`config.mk`:
```
export PLATFORM = sky130hd
export DESIGN_NAME = rbb_merge
export DESIGN_NICKNAME = d
export VERILOG_FILES = /design/src/hw/rtl/rbb_pkg.sv /design/src/hw/rtl/rbb_merge.sv
export SDC_FILE = /design/constraint.sdc
export NUM_CORES = 1
export LEC_CHECK = 0
export ABC_CLOCK_PERIOD_IN_PS = 10100
export BUFFER_PORTS_ARGS = -buffer_cell sky130_fd_sc_hd__buf_2
export CORE_UTILIZATION = 45
export DETAILED_ROUTE_END_ITERATION = 8
export HOLD_SLACK_MARGIN = 0.08
export PLACE_DENSITY = 0.61
export SLEW_MARGIN = 20
export SYNTH_ARGS = -nofsm -noshare
export SYNTH_HDL_FRONTEND = slang
export SYNTH_SLANG_ARGS = --single-unit
```
`constraint.sdc`:
```
create_clock -name clock -period 10.1 [get_ports clock]
set_clock_uncertainty 0.05 [all_clocks]
set_input_delay 1.01 -clock clock [delete_from_list [all_inputs] [get_ports clock]]
set_output_delay 1.01 -clock clock [all_outputs]
set_load 0.05 [all_outputs]
```
`src/hw/rtl/rbb_pkg.sv`:
```
// Shared types and constants for the RGB 3x3 box blur.
package rbb_pkg;

   localparam int CFG_WIDTH_W  = 12;
   localparam int CFG_HEIGHT_W = 13;
   localparam int ROW_W        = 12;
   localparam int COL_W        = 11;
   localparam int MAX_HEIGHT   = 4096;
   localparam int LANES        = 4;
   localparam int SUM_W        = 12;
   localparam int RECIP_W      = 13;
   localparam int PROD_W       = SUM_W + RECIP_W;

   // floor(x * 7282 / 2**16) == floor(x / 9) for every x below 2**15
   localparam logic [RECIP_W-1:0] RECIP9 = 13'd7282;

   // Group queue between the lanes and the output register.
   localparam int GRP_AW    = 3;
   localparam int GRP_DEPTH = 1 << GRP_AW;
   localparam int GRP_CW    = GRP_AW + 1;

   // Register indexes, decoded from csr_paddr[2].
   localparam logic REG_FRAME_WIDTH  = 1'b0;
   localparam logic REG_FRAME_HEIGHT = 1'b1;

   typedef struct packed {
      logic [7:0] red;
      logic [7:0] green;
      logic [7:0] blue;
   } pixel_type;

   // Window row k, column m holds pixel (r-2+k, c-2+m).
   typedef pixel_type [2:0][2:0] win_type;

   // Bit i of row/col enables window row/column i.
   typedef struct packed {
      logic [2:0] row;
      logic [2:0] col;
   } lane_mask_type;

   typedef struct packed {
      logic [LANES-1:0]                lane_valid;
      lane_mask_type [LANES-1:0]       mask;
      logic [ROW_W-1:0]                row;
      logic [COL_W-1:0]                col;
   } item_ctl_type;

   typedef struct packed {
      logic [LANES-1:0]          lane_valid;
      logic [ROW_W-1:0]          row;
      logic [COL_W-1:0]          col;
      pixel_type [LANES-1:0]     avg;
   } group_type;

   typedef struct packed {
      logic [7:0] in_red;
      logic [7:0] in_green;
      logic [7:0] in_blue;
   } req_type;

   typedef struct packed {
      logic [7:0]       avg_red;
      logic [7:0]       avg_green;
      logic [7:0]       avg_blue;
      logic [ROW_W-1:0] out_row;
      logic [COL_W-1:0] out_col;
      logic             last;
   } rsp_type;

   // (sum + 4) / 9 by reciprocal multiply
   function automatic logic [7:0] div9_round(input logic [SUM_W-1:0] sum);
      logic [PROD_W-1:0] prod;
      prod = PROD_W'({1'b0, sum} + 13'd4) * PROD_W'(RECIP9);
      return prod[23:16];
   endfunction

endpackage

```
`src/hw/rtl/rbb_merge.sv`:
```
// Group queue and output register: serializes up to four lane results per pixel.
module rbb_merge (
   input  logic               clock,
   input  logic               reset,
   input  logic               push,
   input  rbb_pkg::group_type push_grp,
   output logic               pop,
   output logic               rsp_valid,
   input  logic               rsp_stall,
   output rbb_pkg::rsp_type   rsp_data
);

   rbb_pkg::group_type              fifo_ff [rbb_pkg::GRP_DEPTH];
   logic [rbb_pkg::GRP_AW-1:0]      wr_ptr_ff, rd_ptr_ff;
   logic [rbb_pkg::GRP_CW-1:0]      cnt_ff, cnt_in;
   logic [rbb_pkg::LANES-1:0]       taken_ff;
   logic                            out_valid_ff;
   rbb_pkg::rsp_type                out_data_ff;

   rbb_pkg::group_type              head;
   logic [rbb_pkg::LANES-1:0]       rem, sel;
   logic [1:0]                      idx;
   logic                            nonempty, load, more;
   rbb_pkg::rsp_type                out_in;

   assign head     = fifo_ff[rd_ptr_ff];
   assign rem      = head.lane_valid & ~taken_ff;
   assign nonempty = (cnt_ff != '0);

   always_comb begin
      priority if (rem[0]) begin
         idx = 2'd0;
      end else if (rem[1]) begin
         idx = 2'd1;
      end else if (rem[2]) begin
         idx = 2'd2;
      end else begin
         idx = 2'd3;
      end
   end

   assign sel  = rbb_pkg::LANES'(1) << idx;
   assign more = |(rem & ~sel);
   assign load = nonempty && (!out_valid_ff || !rsp_stall);
   assign pop  = load && !more;

   // lanes 0/1 sit one row up, lanes 0/2 one column left
   always_comb begin
      out_in.avg_red   = head.avg[idx].red;
      out_in.avg_green = head.avg[idx].green;
      out_in.avg_blue  = head.avg[idx].blue;
      out_in.out_row   = head.row - {{(rbb_pkg::ROW_W-1){1'b0}}, ~idx[1]};
      out_in.out_col   = head.col - {{(rbb_pkg::COL_W-1){1'b0}}, ~idx[0]};
      out_in.last      = !more;
   end

   always_ff @(posedge clock) begin
      if (push) begin
         fifo_ff[wr_ptr_ff] <= push_grp;
      end
   end

   assign cnt_in = cnt_ff + rbb_pkg::GRP_CW'(push) - rbb_pkg::GRP_CW'(pop);

   always_ff @(posedge clock) begin
      if (reset) begin
         wr_ptr_ff    <= '0;
         rd_ptr_ff    <= '0;
         cnt_ff       <= '0;
         taken_ff     <= '0;
         out_valid_ff <= 1'b0;
      end else begin
         cnt_ff <= cnt_in;
         if (push) begin
            wr_ptr_ff <= wr_ptr_ff + 1'b1;
         end
         if (pop) begin
            rd_ptr_ff <= rd_ptr_ff + 1'b1;
            taken_ff  <= '0;
         end else if (load) begin
            taken_ff  <= taken_ff | sel;
         end
         if (load) begin
            out_valid_ff <= 1'b1;
         end else if (!rsp_stall) begin
            out_valid_ff <= 1'b0;
         end
      end
   end

   always_ff @(posedge clock) begin
      if (load) begin
         out_data_ff <= out_in;
      end
   end

   assign rsp_valid = out_valid_ff;
   assign rsp_data  = out_data_ff;

endmodule

```
# Word-level counts from Yosys, hierarchy flattened
# Memory sizes are Yosys's and may differ from the RTL's. A register that Yosys moved wholly into a read port is not among the register bits.
# Index checks and enable logic that the tools add are counted.
# classes
addsub	6
order_cmp	1
eq_ne	1
shifts	1
n_mux	11
bitwise	7
n_reduce_logical	9
# op_table
op	n
$bmux 24 s2	1
$mux 24	1
$sub 12x1->12	1
$sub 11x1->11	1
$and 4x4->4	2
$not 4->4	2
$add 3x1->3 const B	2
$mux 3	2
$mux 1	5
$add 4x1->4	1
$mux 2	2
$or 4x4->4	1
$reduce_bool 4->1	1
$reduce_or 4->1	1
$shl 1x2->4 const A	1
$sub 4x1->4	1
$logic_not 1->1	3
$lt 2x3->1 const B	1
$logic_and 1x1->1	2
$ne 2x1->1 const B	1
$not 1->1	2
$reduce_or 2->1	1
$logic_or 1x1->1	1
# totals
regBits	63
mem_bits_rw	984
in_bits	127
output_inout_bits	50
elab_cells	48
memories	1
# memory_table
memory	words	word_bits	read_ports	rd_clocked_by_memory_dff	wr	line	source
fifo_ff	8	123	1	1	1	rbb_merge.sv:13	rbb_pkg::group_type fifo_ff [rbb_pkg::GRP_DEPTH];

# Longest topological paths before layout
# depth
word_depth	13
depth_mapped	16
depth_no_buf	12

# Worst setup path after synthesis
# Ideal clock, no wire load.
# synth_timing
path_kind	input-to-reg
start	input push
end	memory fifo_ff[0][0] (netlist name), enable pin
setup_ps	756
arrival_ps	9409
t_required_ps	9294
path_slack_ps	-115
stages	2
n_path_buf	0
cell_sequence	nand2b_1 > nor3_1
# synth_via
elab_chain_len	2
# synth_lines
item	line	source
start, declared	rbb_merge.sv:5	input logic push,
$mux 1	rbb_merge.sv:58	if (push) begin
$mux 1 (not written as such)	rbb_merge.sv:59	fifo_ff[wr_ptr_ff] <= push_grp;
end, declared	rbb_merge.sv:13	
# Every way passes these cells.

==> impl_results.md <==
* Warnings from Yosys at 0
* Predominant post-synthesis flop cell: edfxtp_1
* Drt wl/cell at 26.8 um
* Period minus WS final at 6120 ps
* Cts bufs inserted at 109
* Seq/Total Area, Yosys at 0.782
* Worst setup margin at 3980 ps
* CTS tree: built
* Area Growth Syn to Fin at 14.6%
* # setup viols final at 0
* Worst setup EP type: output port
* CP top delay family: buffers and inverters
* Site Rows at 109
* Syn Inst Count at 1849
* Fmax at 163 MHz
* Die area at 0.0902 mm2
* Critical path launch point type: flop
* Final Instance Area at 0.0459 mm2
* Yosys cell types at 43
* Total routed wirelength at 89600 um
* # hold bufs at CTS at 0
* 1st-iter DRT viols at 1502
* Initial antenna violation count at 32
* Routed Antenna Nets at 0
* GRT Overall Usage at 0.202
* Synthesized cell area at 0.0401 mm2
* CP most frequent cell: buf_4
* Routability congestion estimate at 0.756
* Relative slew slack at 0.315
* Share of cells above drive strength 1 at 0.303
* Post_cts resized at 0
* Final Hold Viols at 0
* Starting Density at 0.454
* Wire length on met2 at 45600 um
* Max Cap Viol at 0
* Dpl hpwl at 48900 um
* CP Depth at 8
* Nets@finish at 2218
* PwrDens at 252 mW/mm2
* Setup TNS at 0 ps
* Non-filler instance count after layout at 3342
* Die Y at 300 um
* Core ar. at 0.0882 mm2
* Met3 wire length at 5710 um
* Unrepaired setup endpoints after global routing: no
* Least-Margin Pin Slew at 1030 ps
* Max-slew violation count at 0
* I/O pins at 177
* CP bufs+invs at 3
* Maximum vdd drop at 0.229 mV
* Drc violations at 0
* Async SR Flop Fraction at 0
* R2R depth at 14
* CP max-delay cell: buf_4
* Worst Path Arrival at 5060 ps
* Clock root buffer: clkbuf_16
* Most common cell after layout, fill and taps aside: edfxtp_1
* Pleak at 14.4 nW
* Crit Path Class: flop to output port
* CP Max Fanout at 55
* CTS HTree Levels at 3
* Placed inst area at 0.0424 mm2
* Worst min path class: flop to flop
* FF+latch count, synth at 1050
* Die X at 300 um
* Top sig layer: met5
* Data required time of the worst path at 9040 ps
* CTS clk-pin slew, worst paths at 60 ps
* Crit path cell chain: buf_4, mux2i_1, a32o_1, or3_4, buf_4, o211ai_1, a21oi_2, buf_2
* Global-route wire length before repair at 132000 um
* Worst stage delay on the critical path at 770 ps
* DRT Pass-1 Iters at 5
* Met1 wire length at 36100 um
* Avg Inst Size Synth at 21.7 um2
* Most frequent cells in the layout: 1032 x edfxtp_1, 240 x mux4_2, 176 x buf_2
* PortBufs at 176
* Via density at 5.67
* Pre-CTS setup slack at 4660 ps
* Hold path depth at 2
* Dpl cells at 3132
* Routed via count at 19000
* Post-Syn Nets at 1988
* Max clock buf depth at 3
* Final period util at 0.606
* EDFF count, synth at 1032
* Largest net degree at the start of global routing at 162
* Number of global-route vias before repair at 19900
* Clk_lat worst skew at 680 ps
* Run status: complete, no violations
* Clk sinks at 1050
* Total gr overflow at 0
* Postcts setup bufs at 0
[kinds of logic (layout without fill, tap and decap cells)]
group,count (synthesis),in the layout,share of synthesized area
simple gates,255,255,0.0267
fa+ha+maj,12,12,0.00393
buf+inv,108,430,0.0121
xor+xnor,23,23,0.00503
other cells,0,6,0
compound gates,98,98,0.0187
mux,303,303,0.151
flops,1050,1050,0.782
[registers in the layout (all words and copies together), names as in the netlist, named ones only]
name,count
fifo_ff,984
rsp_data,48
cnt_ff,4
taken_ff,4
rd_ptr_ff,3
wr_ptr_ff,3
rsp_valid,1
[stage by stage]
step / util / power [mW] / hold WS [ps]
finish: 0.520 / 11.6 / 421
global route: 0.520 / 12.0 / 440
CTS: 0.520 / 11.7 / 422
detailed placement: 0.480 / 7.76 / 413
global placement: 0.480 / 7.73 / 409
floorplan: - / 7.01 / 418
[final timing paths]
check	start	to	slack [ps]
setup / recovery	flop	pop	3980
hold / removal	rsp_valid	rsp_valid	420
setup reg to reg	flop	cnt_ff[2]	4690
hold reg to reg	rsp_valid	rsp_valid	420
[worst reg2reg max path: stages, from the launching register on]
cell	delay (ps)
dfxtp_4	680
buf_4	770
mux2i_1	280
a32o_1	220
or3_4	490
buf_4	690
o211ai_1	320
a21oi_2	560
ha_1	340
inv_1	60
ha_1	160
inv_1	70
fa_1	400
xor2_1	150
nor2_1	50
[synthesized netlist by cell type, types with 2 or more instances]
cell type	n	share of area
xor2_1	11	0.0024
nor3b_1	2	0.00037
nor2b_1	6	0.00094
nor2_1	77	0.0072
o221a_2	24	0.0067
buf_2	41	0.0051
a21o_1	3	0.00056
o211ai_1	3	0.00056
nor3_1	15	0.0019
xnor2_1	12	0.0026
mux4_2	240	0.13
a21oi_1	8	0.0010
a32o_1	2	0.00050
ha_1	11	0.0034
o22ai_1	3	0.00047
or2_2	2	0.00031
nand3_1	2	0.00025
buf_6	3	0.00084
nand2b_1	9	0.0014
a31oi_1	49	0.0077
mux2_2	10	0.0028
mux2i_1	52	0.013
buf_1	9	0.00084
inv_1	14	0.0013
nand2_1	135	0.013
buf_4	2	0.00037
edfxtp_1	1032	0.77
or3_1	2	0.00031
clkbuf_1	39	0.0037
dfxtp_1	18	0.0090
[area by class of cell]
type                            count  area [um2]
Clock buffer                      137        2830
Clock inverter                     66         676
Antenna cell                        6        15.0
Tap cell                         1165        1460
Sequential cell                  1050       31400
Fill cell                        6869       42300
Inverter                           14        52.6
Timing Repair Buffer              213        1220
Multi-Input combinational cell    691        8320
[power by group]
part           leakage, nW  total (mW)  switching [mW]  internal [mW]
clock network         1.70        3.92            1.63           2.30
registers             9.55        5.23           0.135           5.09
logic                 3.19        2.40            1.53          0.874
total                 14.4        11.6            3.29           8.26
[layer usage]
layer,GRT usage,vias to the layer above
li1,-,8128
met1,0.265,10100
met2,0.343,555
met3,0.0432,171
met4,0.0505,34
met5,0,-
No activity file was read; power rests on OpenSTA's default activity.
