File: config.mk
export PLATFORM = sky130hd
export DESIGN_NAME = rbb_lane
export DESIGN_NICKNAME = d
export VERILOG_FILES = /design/src/hw/rtl/rbb_pkg.sv /design/src/hw/rtl/rbb_lane.sv
export SDC_FILE = /design/constraint.sdc
export NUM_CORES = 1
export LEC_CHECK = 0
export BUFFER_PORTS_ARGS = -buffer_cell sky130_fd_sc_hd__buf_2
export CORE_UTILIZATION = 61
export CTS_CLUSTER_SIZE = 20
export DETAILED_ROUTE_END_ITERATION = 12
export HOLD_SLACK_MARGIN = 0.1
export PLACE_DENSITY = 0.95
export SKIP_LAST_GASP = 1
export SLEW_MARGIN = 20
export SYNTH_ARGS = -nofsm -noshare
export SYNTH_HDL_FRONTEND = slang
export SYNTH_SLANG_ARGS = --single-unit
File: constraint.sdc
create_clock -name clock -period 8.75 [get_ports clock]
set_input_delay 1.75 -clock clock [delete_from_list [all_inputs] [get_ports clock]]
set_output_delay 1.75 -clock clock [all_outputs]
set_load 0.05 [all_outputs]
File: src/hw/rtl/rbb_pkg.sv
// Shared types and constants for the RGB 3x3 box blur.
package rbb_pkg;

   localparam int CFG_WIDTH_W  = 12;
   localparam int CFG_HEIGHT_W = 13;
   localparam int ROW_W        = 12;
   localparam int COL_W        = 11;
   localparam int MAX_HEIGHT   = 4096;
   localparam int LANES        = 4;
   localparam int SUM_W        = 12;
   localparam int RECIP_W      = 13;
   localparam int PROD_W       = SUM_W + RECIP_W;

   // floor(x * 7282 / 2**16) == floor(x / 9) for every x below 2**15
   localparam logic [RECIP_W-1:0] RECIP9 = 13'd7282;

   // Group queue between the lanes and the output register.
   localparam int GRP_AW    = 3;
   localparam int GRP_DEPTH = 1 << GRP_AW;
   localparam int GRP_CW    = GRP_AW + 1;

   // Register indexes, decoded from csr_paddr[2].
   localparam logic REG_FRAME_WIDTH  = 1'b0;
   localparam logic REG_FRAME_HEIGHT = 1'b1;

   typedef struct packed {
      logic [7:0] red;
      logic [7:0] green;
      logic [7:0] blue;
   } pixel_type;

   // Window row k, column m holds pixel (r-2+k, c-2+m).
   typedef pixel_type [2:0][2:0] win_type;

   // Bit i of row/col enables window row/column i.
   typedef struct packed {
      logic [2:0] row;
      logic [2:0] col;
   } lane_mask_type;

   typedef struct packed {
      logic [LANES-1:0]                lane_valid;
      lane_mask_type [LANES-1:0]       mask;
      logic [ROW_W-1:0]                row;
      logic [COL_W-1:0]                col;
   } item_ctl_type;

   typedef struct packed {
      logic [LANES-1:0]          lane_valid;
      logic [ROW_W-1:0]          row;
      logic [COL_W-1:0]          col;
      pixel_type [LANES-1:0]     avg;
   } group_type;

   typedef struct packed {
      logic [7:0] in_red;
      logic [7:0] in_green;
      logic [7:0] in_blue;
   } req_type;

   typedef struct packed {
      logic [7:0]       avg_red;
      logic [7:0]       avg_green;
      logic [7:0]       avg_blue;
      logic [ROW_W-1:0] out_row;
      logic [COL_W-1:0] out_col;
      logic             last;
   } rsp_type;

   // (sum + 4) / 9 by reciprocal multiply
   function automatic logic [7:0] div9_round(input logic [SUM_W-1:0] sum);
      logic [PROD_W-1:0] prod;
      prod = PROD_W'({1'b0, sum} + 13'd4) * PROD_W'(RECIP9);
      return prod[23:16];
   endfunction

endpackage

File: src/hw/rtl/rbb_lane.sv
// One output lane: masked 3x3 sum and divide by nine, two stages.
module rbb_lane (
   input  logic                   clock,
   input  rbb_pkg::win_type       win,
   input  rbb_pkg::lane_mask_type mask,
   output rbb_pkg::pixel_type     avg
);

   logic [rbb_pkg::SUM_W-1:0] row_r [3];
   logic [rbb_pkg::SUM_W-1:0] row_g [3];
   logic [rbb_pkg::SUM_W-1:0] row_b [3];
   logic [rbb_pkg::SUM_W-1:0] sum_r_in, sum_g_in, sum_b_in;
   logic [rbb_pkg::SUM_W-1:0] sum_r_ff, sum_g_ff, sum_b_ff;
   rbb_pkg::pixel_type        avg_in;
   rbb_pkg::pixel_type        avg_ff;

   always_comb begin
      for (int i = 0; i < 3; i++) begin
         row_r[i] = '0;
         row_g[i] = '0;
         row_b[i] = '0;
         for (int j = 0; j < 3; j++) begin
            if (mask.row[i] && mask.col[j]) begin
               row_r[i] = row_r[i] + rbb_pkg::SUM_W'(win[i][j].red);
               row_g[i] = row_g[i] + rbb_pkg::SUM_W'(win[i][j].green);
               row_b[i] = row_b[i] + rbb_pkg::SUM_W'(win[i][j].blue);
            end
         end
      end
      sum_r_in = row_r[0] + row_r[1] + row_r[2];
      sum_g_in = row_g[0] + row_g[1] + row_g[2];
      sum_b_in = row_b[0] + row_b[1] + row_b[2];
   end

   always_ff @(posedge clock) begin
      sum_r_ff <= sum_r_in;
      sum_g_ff <= sum_g_in;
      sum_b_ff <= sum_b_in;
   end

   always_comb begin
      avg_in.red   = rbb_pkg::div9_round(sum_r_ff);
      avg_in.green = rbb_pkg::div9_round(sum_g_ff);
      avg_in.blue  = rbb_pkg::div9_round(sum_b_ff);
   end

   always_ff @(posedge clock) begin
      avg_ff <= avg_in;
   end

   assign avg = avg_ff;

endmodule

# Word level (Yosys, flattened, before mapping)
# Cells that the tools add are included.
word_totals:
  elab_cells: 72
  out_inout_bits: 24
  regBits: 60
  input_bits: 223
op_classes:
  mul: 3
  n_mux: 27
  n_addsub: 27
  reduce_logical: 9
op_table:
  columns: ["op", "count"]
  rows:
  - ["12-bit by 8-bit adder with 12-bit output", 18]
  - ["12-bit two-way mux", 18]
  - ["12-bit adder", 6]
  - ["8-bit two-way mux", 9]
  - ["13-bit by 12-bit multiplier with 23-bit output (second input constant)", 3]
  - ["12-bit by 3-bit adder with 13-bit output (second input constant)", 3]
  - ["1-bit logical AND", 9]

# Depth between registers and ports, before layout
# Gate-level depths: netlist of run 1.
logic_depth:
  depth_word: 8
  ltp_mapped: 28
  ltp_nobuf: 26

# Worst setup path after synthesis of run 1
# OpenSTA, ideal clock, no wires.
synth_path:
  path_kind: "in2reg"
  startpoint: "input mask[5] (netlist bit)"
  endpoint: "register sum_r_ff[10] (netlist bit)"
  arrival_ns: 6.521
  slack_ns: 2.167
  cell_stages: 25
  t_required_ns: 8.688
  setup_time_ns: 0.062
  n_path_buf: 1
  path_cell_list: "and2_1 > buf_1 > nand2_1 > inv_1 > ha_1 > a21o_1 > maj3_2 > and3_4 > o21ai_1 > or3b_1 > a32o_2 > ha_1 > o21a_1 > nor2_1 > a21oi_1 > xnor2_1 > nor2_1 > o21ai_0 > fa_1 > inv_1 > ha_1 > a21oi_1 > o21ai_0 > or4_1 > nand3_1"
synth_between:
  elab_chain_len: 7
  elab_cells_between_ends: 9
  cone_classes: "3 x add/sub; 3 x mux; 3 x reduce/logical"
synth_lines:
  columns: ["element", "line_no", "rtl"]
  rows:
  - ["from (decl)", "rbb_lane.sv:5", "input rbb_pkg::lane_mask_type mask,"]
  - ["1-bit logical AND", "rbb_lane.sv:23", "if (mask.row[i] && mask.col[j]) begin"]
  - ["8-bit two-way mux", "rbb_lane.sv:23", null]
  - ["12-bit by 8-bit adder with 12-bit output", "rbb_lane.sv:24", "row_r[i] = row_r[i] + rbb_pkg::SUM_W'(win[i][j].red);"]
  - ["12-bit two-way mux", "rbb_lane.sv:23", null]
  - ["12-bit by 8-bit adder with 12-bit output", "rbb_lane.sv:24", null]
  - ["12-bit two-way mux (*)", "rbb_lane.sv:23", null]
  - ["12-bit adder (*)", "rbb_lane.sv:30", "sum_r_in = row_r[0] + row_r[1] + row_r[2];"]
  - ["named net sum_r_in (one bit)", "rbb_lane.sv:12", "logic [rbb_pkg::SUM_W-1:0] sum_r_in, sum_g_in, sum_b_in;"]
  - ["to (signal assigned)", "rbb_lane.sv:36", "sum_r_ff <= sum_r_in;"]
  - ["to (decl)", "rbb_lane.sv:13", "logic [rbb_pkg::SUM_W-1:0] sum_r_ff, sum_g_ff, sum_b_ff;"]
# The timed path passes the listed nets; every way through them passes the cells marked *.

# Final worst setup path of run 1
layout_path:
  startpoint: "input mask[5] (netlist bit)"
  endpoint: "register sum_g_ff[9] (netlist bit)"
layout_between:
  elab_chain_len: 7
  elab_cells_between_ends: 9
  cone_classes: "3 x add/sub; 3 x mux; 3 x reduce/logical"
layout_lines:
  columns: ["element", "line_no", "rtl"]
  rows:
  - ["1-bit logical AND", "rbb_lane.sv:23", null]
  - ["8-bit two-way mux", "rbb_lane.sv:23", null]
  - ["12-bit by 8-bit adder with 12-bit output", "rbb_lane.sv:25", "row_g[i] = row_g[i] + rbb_pkg::SUM_W'(win[i][j].green);"]
  - ["12-bit two-way mux", "rbb_lane.sv:23", null]
  - ["12-bit by 8-bit adder with 12-bit output", "rbb_lane.sv:25", null]
  - ["12-bit two-way mux (*)", "rbb_lane.sv:23", null]
  - ["12-bit adder (*)", "rbb_lane.sv:31", "sum_g_in = row_g[0] + row_g[1] + row_g[2];"]
  - ["named net sum_g_in (one bit)", "rbb_lane.sv:12", null]
  - ["to (signal assigned)", "rbb_lane.sv:37", "sum_g_ff <= sum_g_in;"]
  - ["to (decl)", "rbb_lane.sv:13", null]
# Marked as above.

==> run metrics, run 1 <==
DRC=0; Synth Area in XOR/XNOR=0.0907; largest net degree at the start of global routing=between 40 and 50; CTS tree=yes; die area=about 29000 sq um; Hold Fails Final Rpt=0; biggest fanout along the worst timing path=31; final setup fails=0; initial antenna violation count=12; Max Buffers Root-to-Sink=2; Worst-path clk slew=0.06 ns; Post-Route WL=49.5 mm; RePlAce Congestion=0.933; pre-CTS setup slack=1.31 ns; Root Driver=clkbuf_16; WS Path Type=in2reg; most frequent cells in the layout=ha_1 (362), inv_1 (337), buf_2 (246); H-tree depth=3; CTS Hold Bufs=0; clk_skew=0.00733 ns; Worst setup SP type=input port; gr ovfl total=0; DPL Wire Length=a little over 40 mm; adder-cell share of the synthesized area=0.430; crit end category=flop; num rows=61; IO Pins=247; unrepaired setup endpoints after global routing=false; setup TNS=0 ns; Min Clock Period, post-route=7.24 ns; violation count after the first detailed-route iteration=around 1000; Syn-to-layout area delta=10.8%; compound-gate portion of the synthesized area=0.179; drt first pass iters=7; hold_ws=1.03 ns; Setup WS post-layout=1.51 ns; Total GRT Usage=0.340; simple-gate portion of the synthesized area=0.128; clock latency on the worst-skew pair=0.34 ns; final net count=3093; Num Clock Sinks=60; Syn Area/Cell=just over 8 sq um; FFs w/ async S/R, synth=0; postcts setup bufs=0; initial core utilization=0.625; worst path required time=8.98 ns; synth warn=0; Die W=172 microns; commonest non-fill, non-tap cell in the layout=ha_1; mux cell area share after synthesis=0.0191; Vias=16400; Slew headroom=0.312; outcome=finished clean; Routed WL per cell=18.0 microns; Main synth FF type=dfxtp_1; Mapped Cells=2150; largest family of logic cells by synthesized area=adder cells; Seq/Total Area, Yosys=0.0684; number of synthesized register bits=60; period utilisation layout=0.827; CP arrival=7.47 ns; Slew @ Worst Pin=slightly above 1 ns; Distinct cells, synth=73; vias in the first global route=16700; CTS resizes=0; MaxCap Viol Count=0; fmax=138 MHz; Die Y=around 170 microns; Post-synth EDFFs=0; Worst Hold Class=reg2reg; FILL cells=2162; via/cell ratio=just under 6; core area=28100 sq um; Port-buffer cells=246; first-pass GRT wire length=between 70 and 80 mm; fin. max-slew vios=0; Num CTS Buffers=9; syn nets=just under 3000; area of the mapped netlist=17600 sq um; share of layout cells above drive strength 1=0.129; antenna viol nets, final=0
==> sequential cells by signal, indices dropped and copies added, names as in the netlist <==
name and count:
sum_b_ff 12, sum_g_ff 12, sum_r_ff 12, avg 24
==> worst max-delay path, cell delays in order <==
cell,delay (ns)
buf_2,0.45
and2_1,0.55
nand2_1,0.17
inv_1,0.09
ha_1,0.24
ha_1,0.18
a41o_1,0.17
a21oi_1,0.09
nor3b_1,0.27
o211ai_1,0.18
a21oi_2,0.23
nor2b_1,0.09
a22o_1,0.18
ha_1,0.35
o21a_1,0.14
a211oi_1,0.10
or4_1,0.47
mux2i_1,0.13
and3b_1,0.22
fa_1,0.53
inv_1,0.04
ha_1,0.36
nand2_1,0.06
a21oi_1,0.17
nor2_1,0.10
xnor2_1,0.13
==> cells in the mapped netlist (4+ instances only) <==
cell / n / area share
o21ai_0: 122 / 0.035
o211ai_1: 9 / 0.0038
a211oi_1: 7 / 0.0030
or2_2: 6 / 0.0021
buf_2: 5 / 0.0014
a22o_1: 23 / 0.011
xor2_1: 70 / 0.035
a21oi_1: 129 / 0.037
mux2i_1: 20 / 0.011
nand4_1: 7 / 0.0025
xnor2_1: 112 / 0.056
nand3_1: 42 / 0.012
o21bai_1: 10 / 0.0043
o2111ai_1: 4 / 0.0020
a21boi_0: 10 / 0.0043
a211o_1: 4 / 0.0020
nor3b_1: 11 / 0.0047
o211a_1: 4 / 0.0023
nor2b_1: 20 / 0.0071
fa_1: 146 / 0.17
o21a_1: 33 / 0.014
ha_1: 362 / 0.26
a21o_1: 51 / 0.022
mux2_2: 12 / 0.0077
a32oi_1: 4 / 0.0020
inv_1: 337 / 0.072
nand2_1: 150 / 0.032
clkbuf_1: 49 / 0.010
maj3_1: 9 / 0.0051
a22oi_1: 10 / 0.0043
and3_1: 54 / 0.019
a31o_2: 4 / 0.0020
nand2b_1: 5 / 0.0018
nor2_1: 113 / 0.024
dfxtp_1: 60 / 0.068
and2_1: 22 / 0.0078
a31oi_1: 13 / 0.0046
o31a_1: 4 / 0.0020
nor3_1: 27 / 0.0077
o22ai_1: 14 / 0.0050
==> kinds of logic (layout without fill, tap and decap cells) <==
kind of cell	count (synthesis)	count (layout)
adder cells (fa/ha/maj)	518	518
AO/OA/AOI/OAI	491	491
AND/OR/NAND/NOR	472	472
buffers and inverters	395	612
XOR/XNOR	182	182
flip-flops	60	60
multiplexers	32	32
other	0	11
==> stage by stage <==
step                      utilization  instance area [sq um]  instances
after floorplan                     -                  17600       2150
after global placement          0.682                  19100       2729
after detailed placement        0.682                  19100       2729
after CTS                       0.692                  19400       2745
after global routing            0.693                  19500       2753
final                           0.693                  19500       2756
==> routing by layer <==
metal	GRT usage	vias to the layer above	routed length, microns	part of all wire
met5	0	-	41	0.00083
met1	0.399	7716	19400	0.39
met2	0.602	739	23800	0.48
met4	0.184	6	2600	0.052
met3	0.0412	177	3700	0.075
li1	-	7758	-	-
==> path summary, 6_finish.rpt <==
kind | start | end | slack (ns) | cells past startpoint
hold reg to reg | sum_g_ff[11] | avg[15] | 1.03 | 4
setup / recovery | mask[5] | sum_g_ff[9] | 1.51 | 26
setup reg to reg | sum_g_ff[3] | avg[14] | 2.32 | 24
hold / removal | sum_g_ff[11] | avg[15] | 1.03 | 4
==> cell type report <==
class	count	area, sq um	share of cell area
flip-flops and latches	60	1200	0.0617
repair buffers	258	1320	0.0679
well taps	378	473	0.0243
multi-input cells	1695	14900	0.764
inverters	338	1270	0.0652
clock buffers	12	246	0.0127
clock inverters	4	48.8	0.00251
diodes	11	27.5	0.00141
Power of run 1 is left out: the tool's default activity adds up to more than one toggle a clock period on the data nets, which glitch-free logic cannot reach.
==> run 2: changes to the inputs <==
==> constraint.sdc (replaced) <==
create_clock -name clock -period 7.5 [get_ports clock]
set_input_delay 1.5 -clock clock [delete_from_list [all_inputs] [get_ports clock]]
set_output_delay 1.5 -clock clock [all_outputs]
set_load 0.05 [all_outputs]
==> run 2 against run 1 <==
  * Worst hold slack got worse by 0.013 ns
  * Clock-buffer cell count stayed put
  * Final cell count is 0.33% higher
  * Critical path depth fell by 2
==> run metrics, run 2 (synthesis gave the netlist of run 1 again) <==
outcome=finished clean; Port-buffer cells=246 (unchanged); IO Pins=247 (unchanged); WS Path Type=in2reg; Slew headroom=0.429 (+0.117); commonest non-fill, non-tap cell in the layout=ha_1; fmax=146 MHz; Worst setup SP type=input port; RePlAce Congestion=0.966 (+3.5%); setup TNS=0 ns (unchanged); gr ovfl total=0 (unchanged); CTS Hold Bufs=0 (unchanged); most frequent cells in the layout=ha_1 (362), inv_1 (337), buf_2 (246); Worst Hold Class=reg2reg; initial antenna violation count=15 (+3); CTS resizes=0 (unchanged); Num CTS Buffers=9 (unchanged); unrepaired setup endpoints after global routing=false; biggest fanout along the worst timing path=12 (-61%); clock latency on the worst-skew pair=0.35 ns (about the same); final net count=3100 (+0.23%); Num Clock Sinks=60 (unchanged); Post-Route WL=48.7 mm (-1.7%); hold_ws=1.02 ns (-0.0126 ns); DPL Wire Length=41.8 mm (+0.75%); fin. max-slew vios=0 (unchanged); violation count after the first detailed-route iteration=828 (-20%); Hold Fails Final Rpt=0 (unchanged); largest net degree at the start of global routing=52 (+11%); Slew @ Worst Pin=0.854 ns (-0.175 ns); MaxCap Viol Count=0 (unchanged); postcts setup bufs=0 (unchanged); share of layout cells above drive strength 1=0.131 (+0.00257); Root Driver=clkbuf_16; final setup fails=0 (unchanged); clk_skew=0.0110 ns (+0.00369 ns); num rows=61 (unchanged); vias in the first global route=16700 (-0.24%); via/cell ratio=5.90 (-0.76%); Syn-to-layout area delta=11.2%; core area=28100 sq um (unchanged); period utilisation layout=0.916; Max Buffers Root-to-Sink=2 (unchanged); CTS tree=yes; worst path required time=7.77 ns (-1.21 ns); Routed WL per cell=17.6 microns (-2.0%); worst reg2reg path depth=24 (unchanged); max reg flops=24 (unchanged); CP arrival=7.14 ns (-0.33 ns); crit end category=flop; drt first pass iters=8 (+1); Die W=172 microns (unchanged); Die Y=172 microns (unchanged); hold path cells=4 (unchanged); H-tree depth=3 (unchanged); Worst-path clk slew=0.05 ns (about the same); Total GRT Usage=0.334 (-0.00628); Min Clock Period, post-route=approximately 6.9 ns; DRC=0 (unchanged); antenna viol nets, final=0 (unchanged); Vias=16300 (-0.43%); first-pass GRT wire length=77.6 mm (-1.8%); initial core utilization=0.625 (unchanged); die area=29500 sq um (unchanged)
## run 2: cell count changes in the layout (fill, tap and decap cells not counted), sizes merged
cell	change
buf	+7
diode	+2
## run 2: cell type report
type                       instances  area [sq um]
multi-input combinational       1695         14900
inverter                         338          1270
sequential                        60          1200
clock buffer                      12           246
tap                              378           473
fill                            2217          8550
clock inverter                     4          48.8
antenna                           13          32.5
timing repair buffer             265          1390
## run 2: through the flow
stage	instances	area (sq um)	setup slack, ns	util
5_1_grt	2764	19500	0.337	0.695
6_report	2765	19500	0.632	0.696
4_1_cts	2752	19500	0.904	0.694
3_5_place_dp	2736	19200	0.552	0.684
3_3_place_gp	2736	19200	0.793	0.684
2_1_floorplan	2150	17600	1.17	-
## run 2: final timing paths
check	endpoint	slack, ns	start
setup / recovery	sum_b_ff[10]	0.63	mask[0]
hold / removal	avg[15]	1.02	sum_g_ff[11]
setup reg to reg	avg[14]	1.28	sum_g_ff[2]
hold reg to reg	avg[15]	1.02	sum_g_ff[11]
## run 2: critical path, cell delays in order
cell      delay (ns)
buf_2           0.15
buf_4           0.20
and2_1          0.47
nand2_1         0.16
inv_1           0.10
ha_1            0.18
inv_1           0.07
fa_1            0.46
o22ai_1         0.28
ha_1            0.30
a21o_1          0.19
a21oi_1         0.23
nand2b_1        0.13
a21boi_0        0.12
o41ai_1         0.48
xnor2_1         0.18
o21ai_0         0.12
fa_1            0.53
inv_1           0.04
ha_1            0.34
a21oi_1         0.21
o21ai_0         0.24
and4b_1         0.27
nor3_1          0.18
## run 2: per-layer routing
layer  global-route usage  up-vias  wire [microns]
li1                     -     7780               -
met3               0.0624      177            3790
met2                0.582      729           23300
met1                0.378     7635           18900
met4                0.201        4            2650
met5                    0        -              26
Power of run 2 is left out for the same reason.
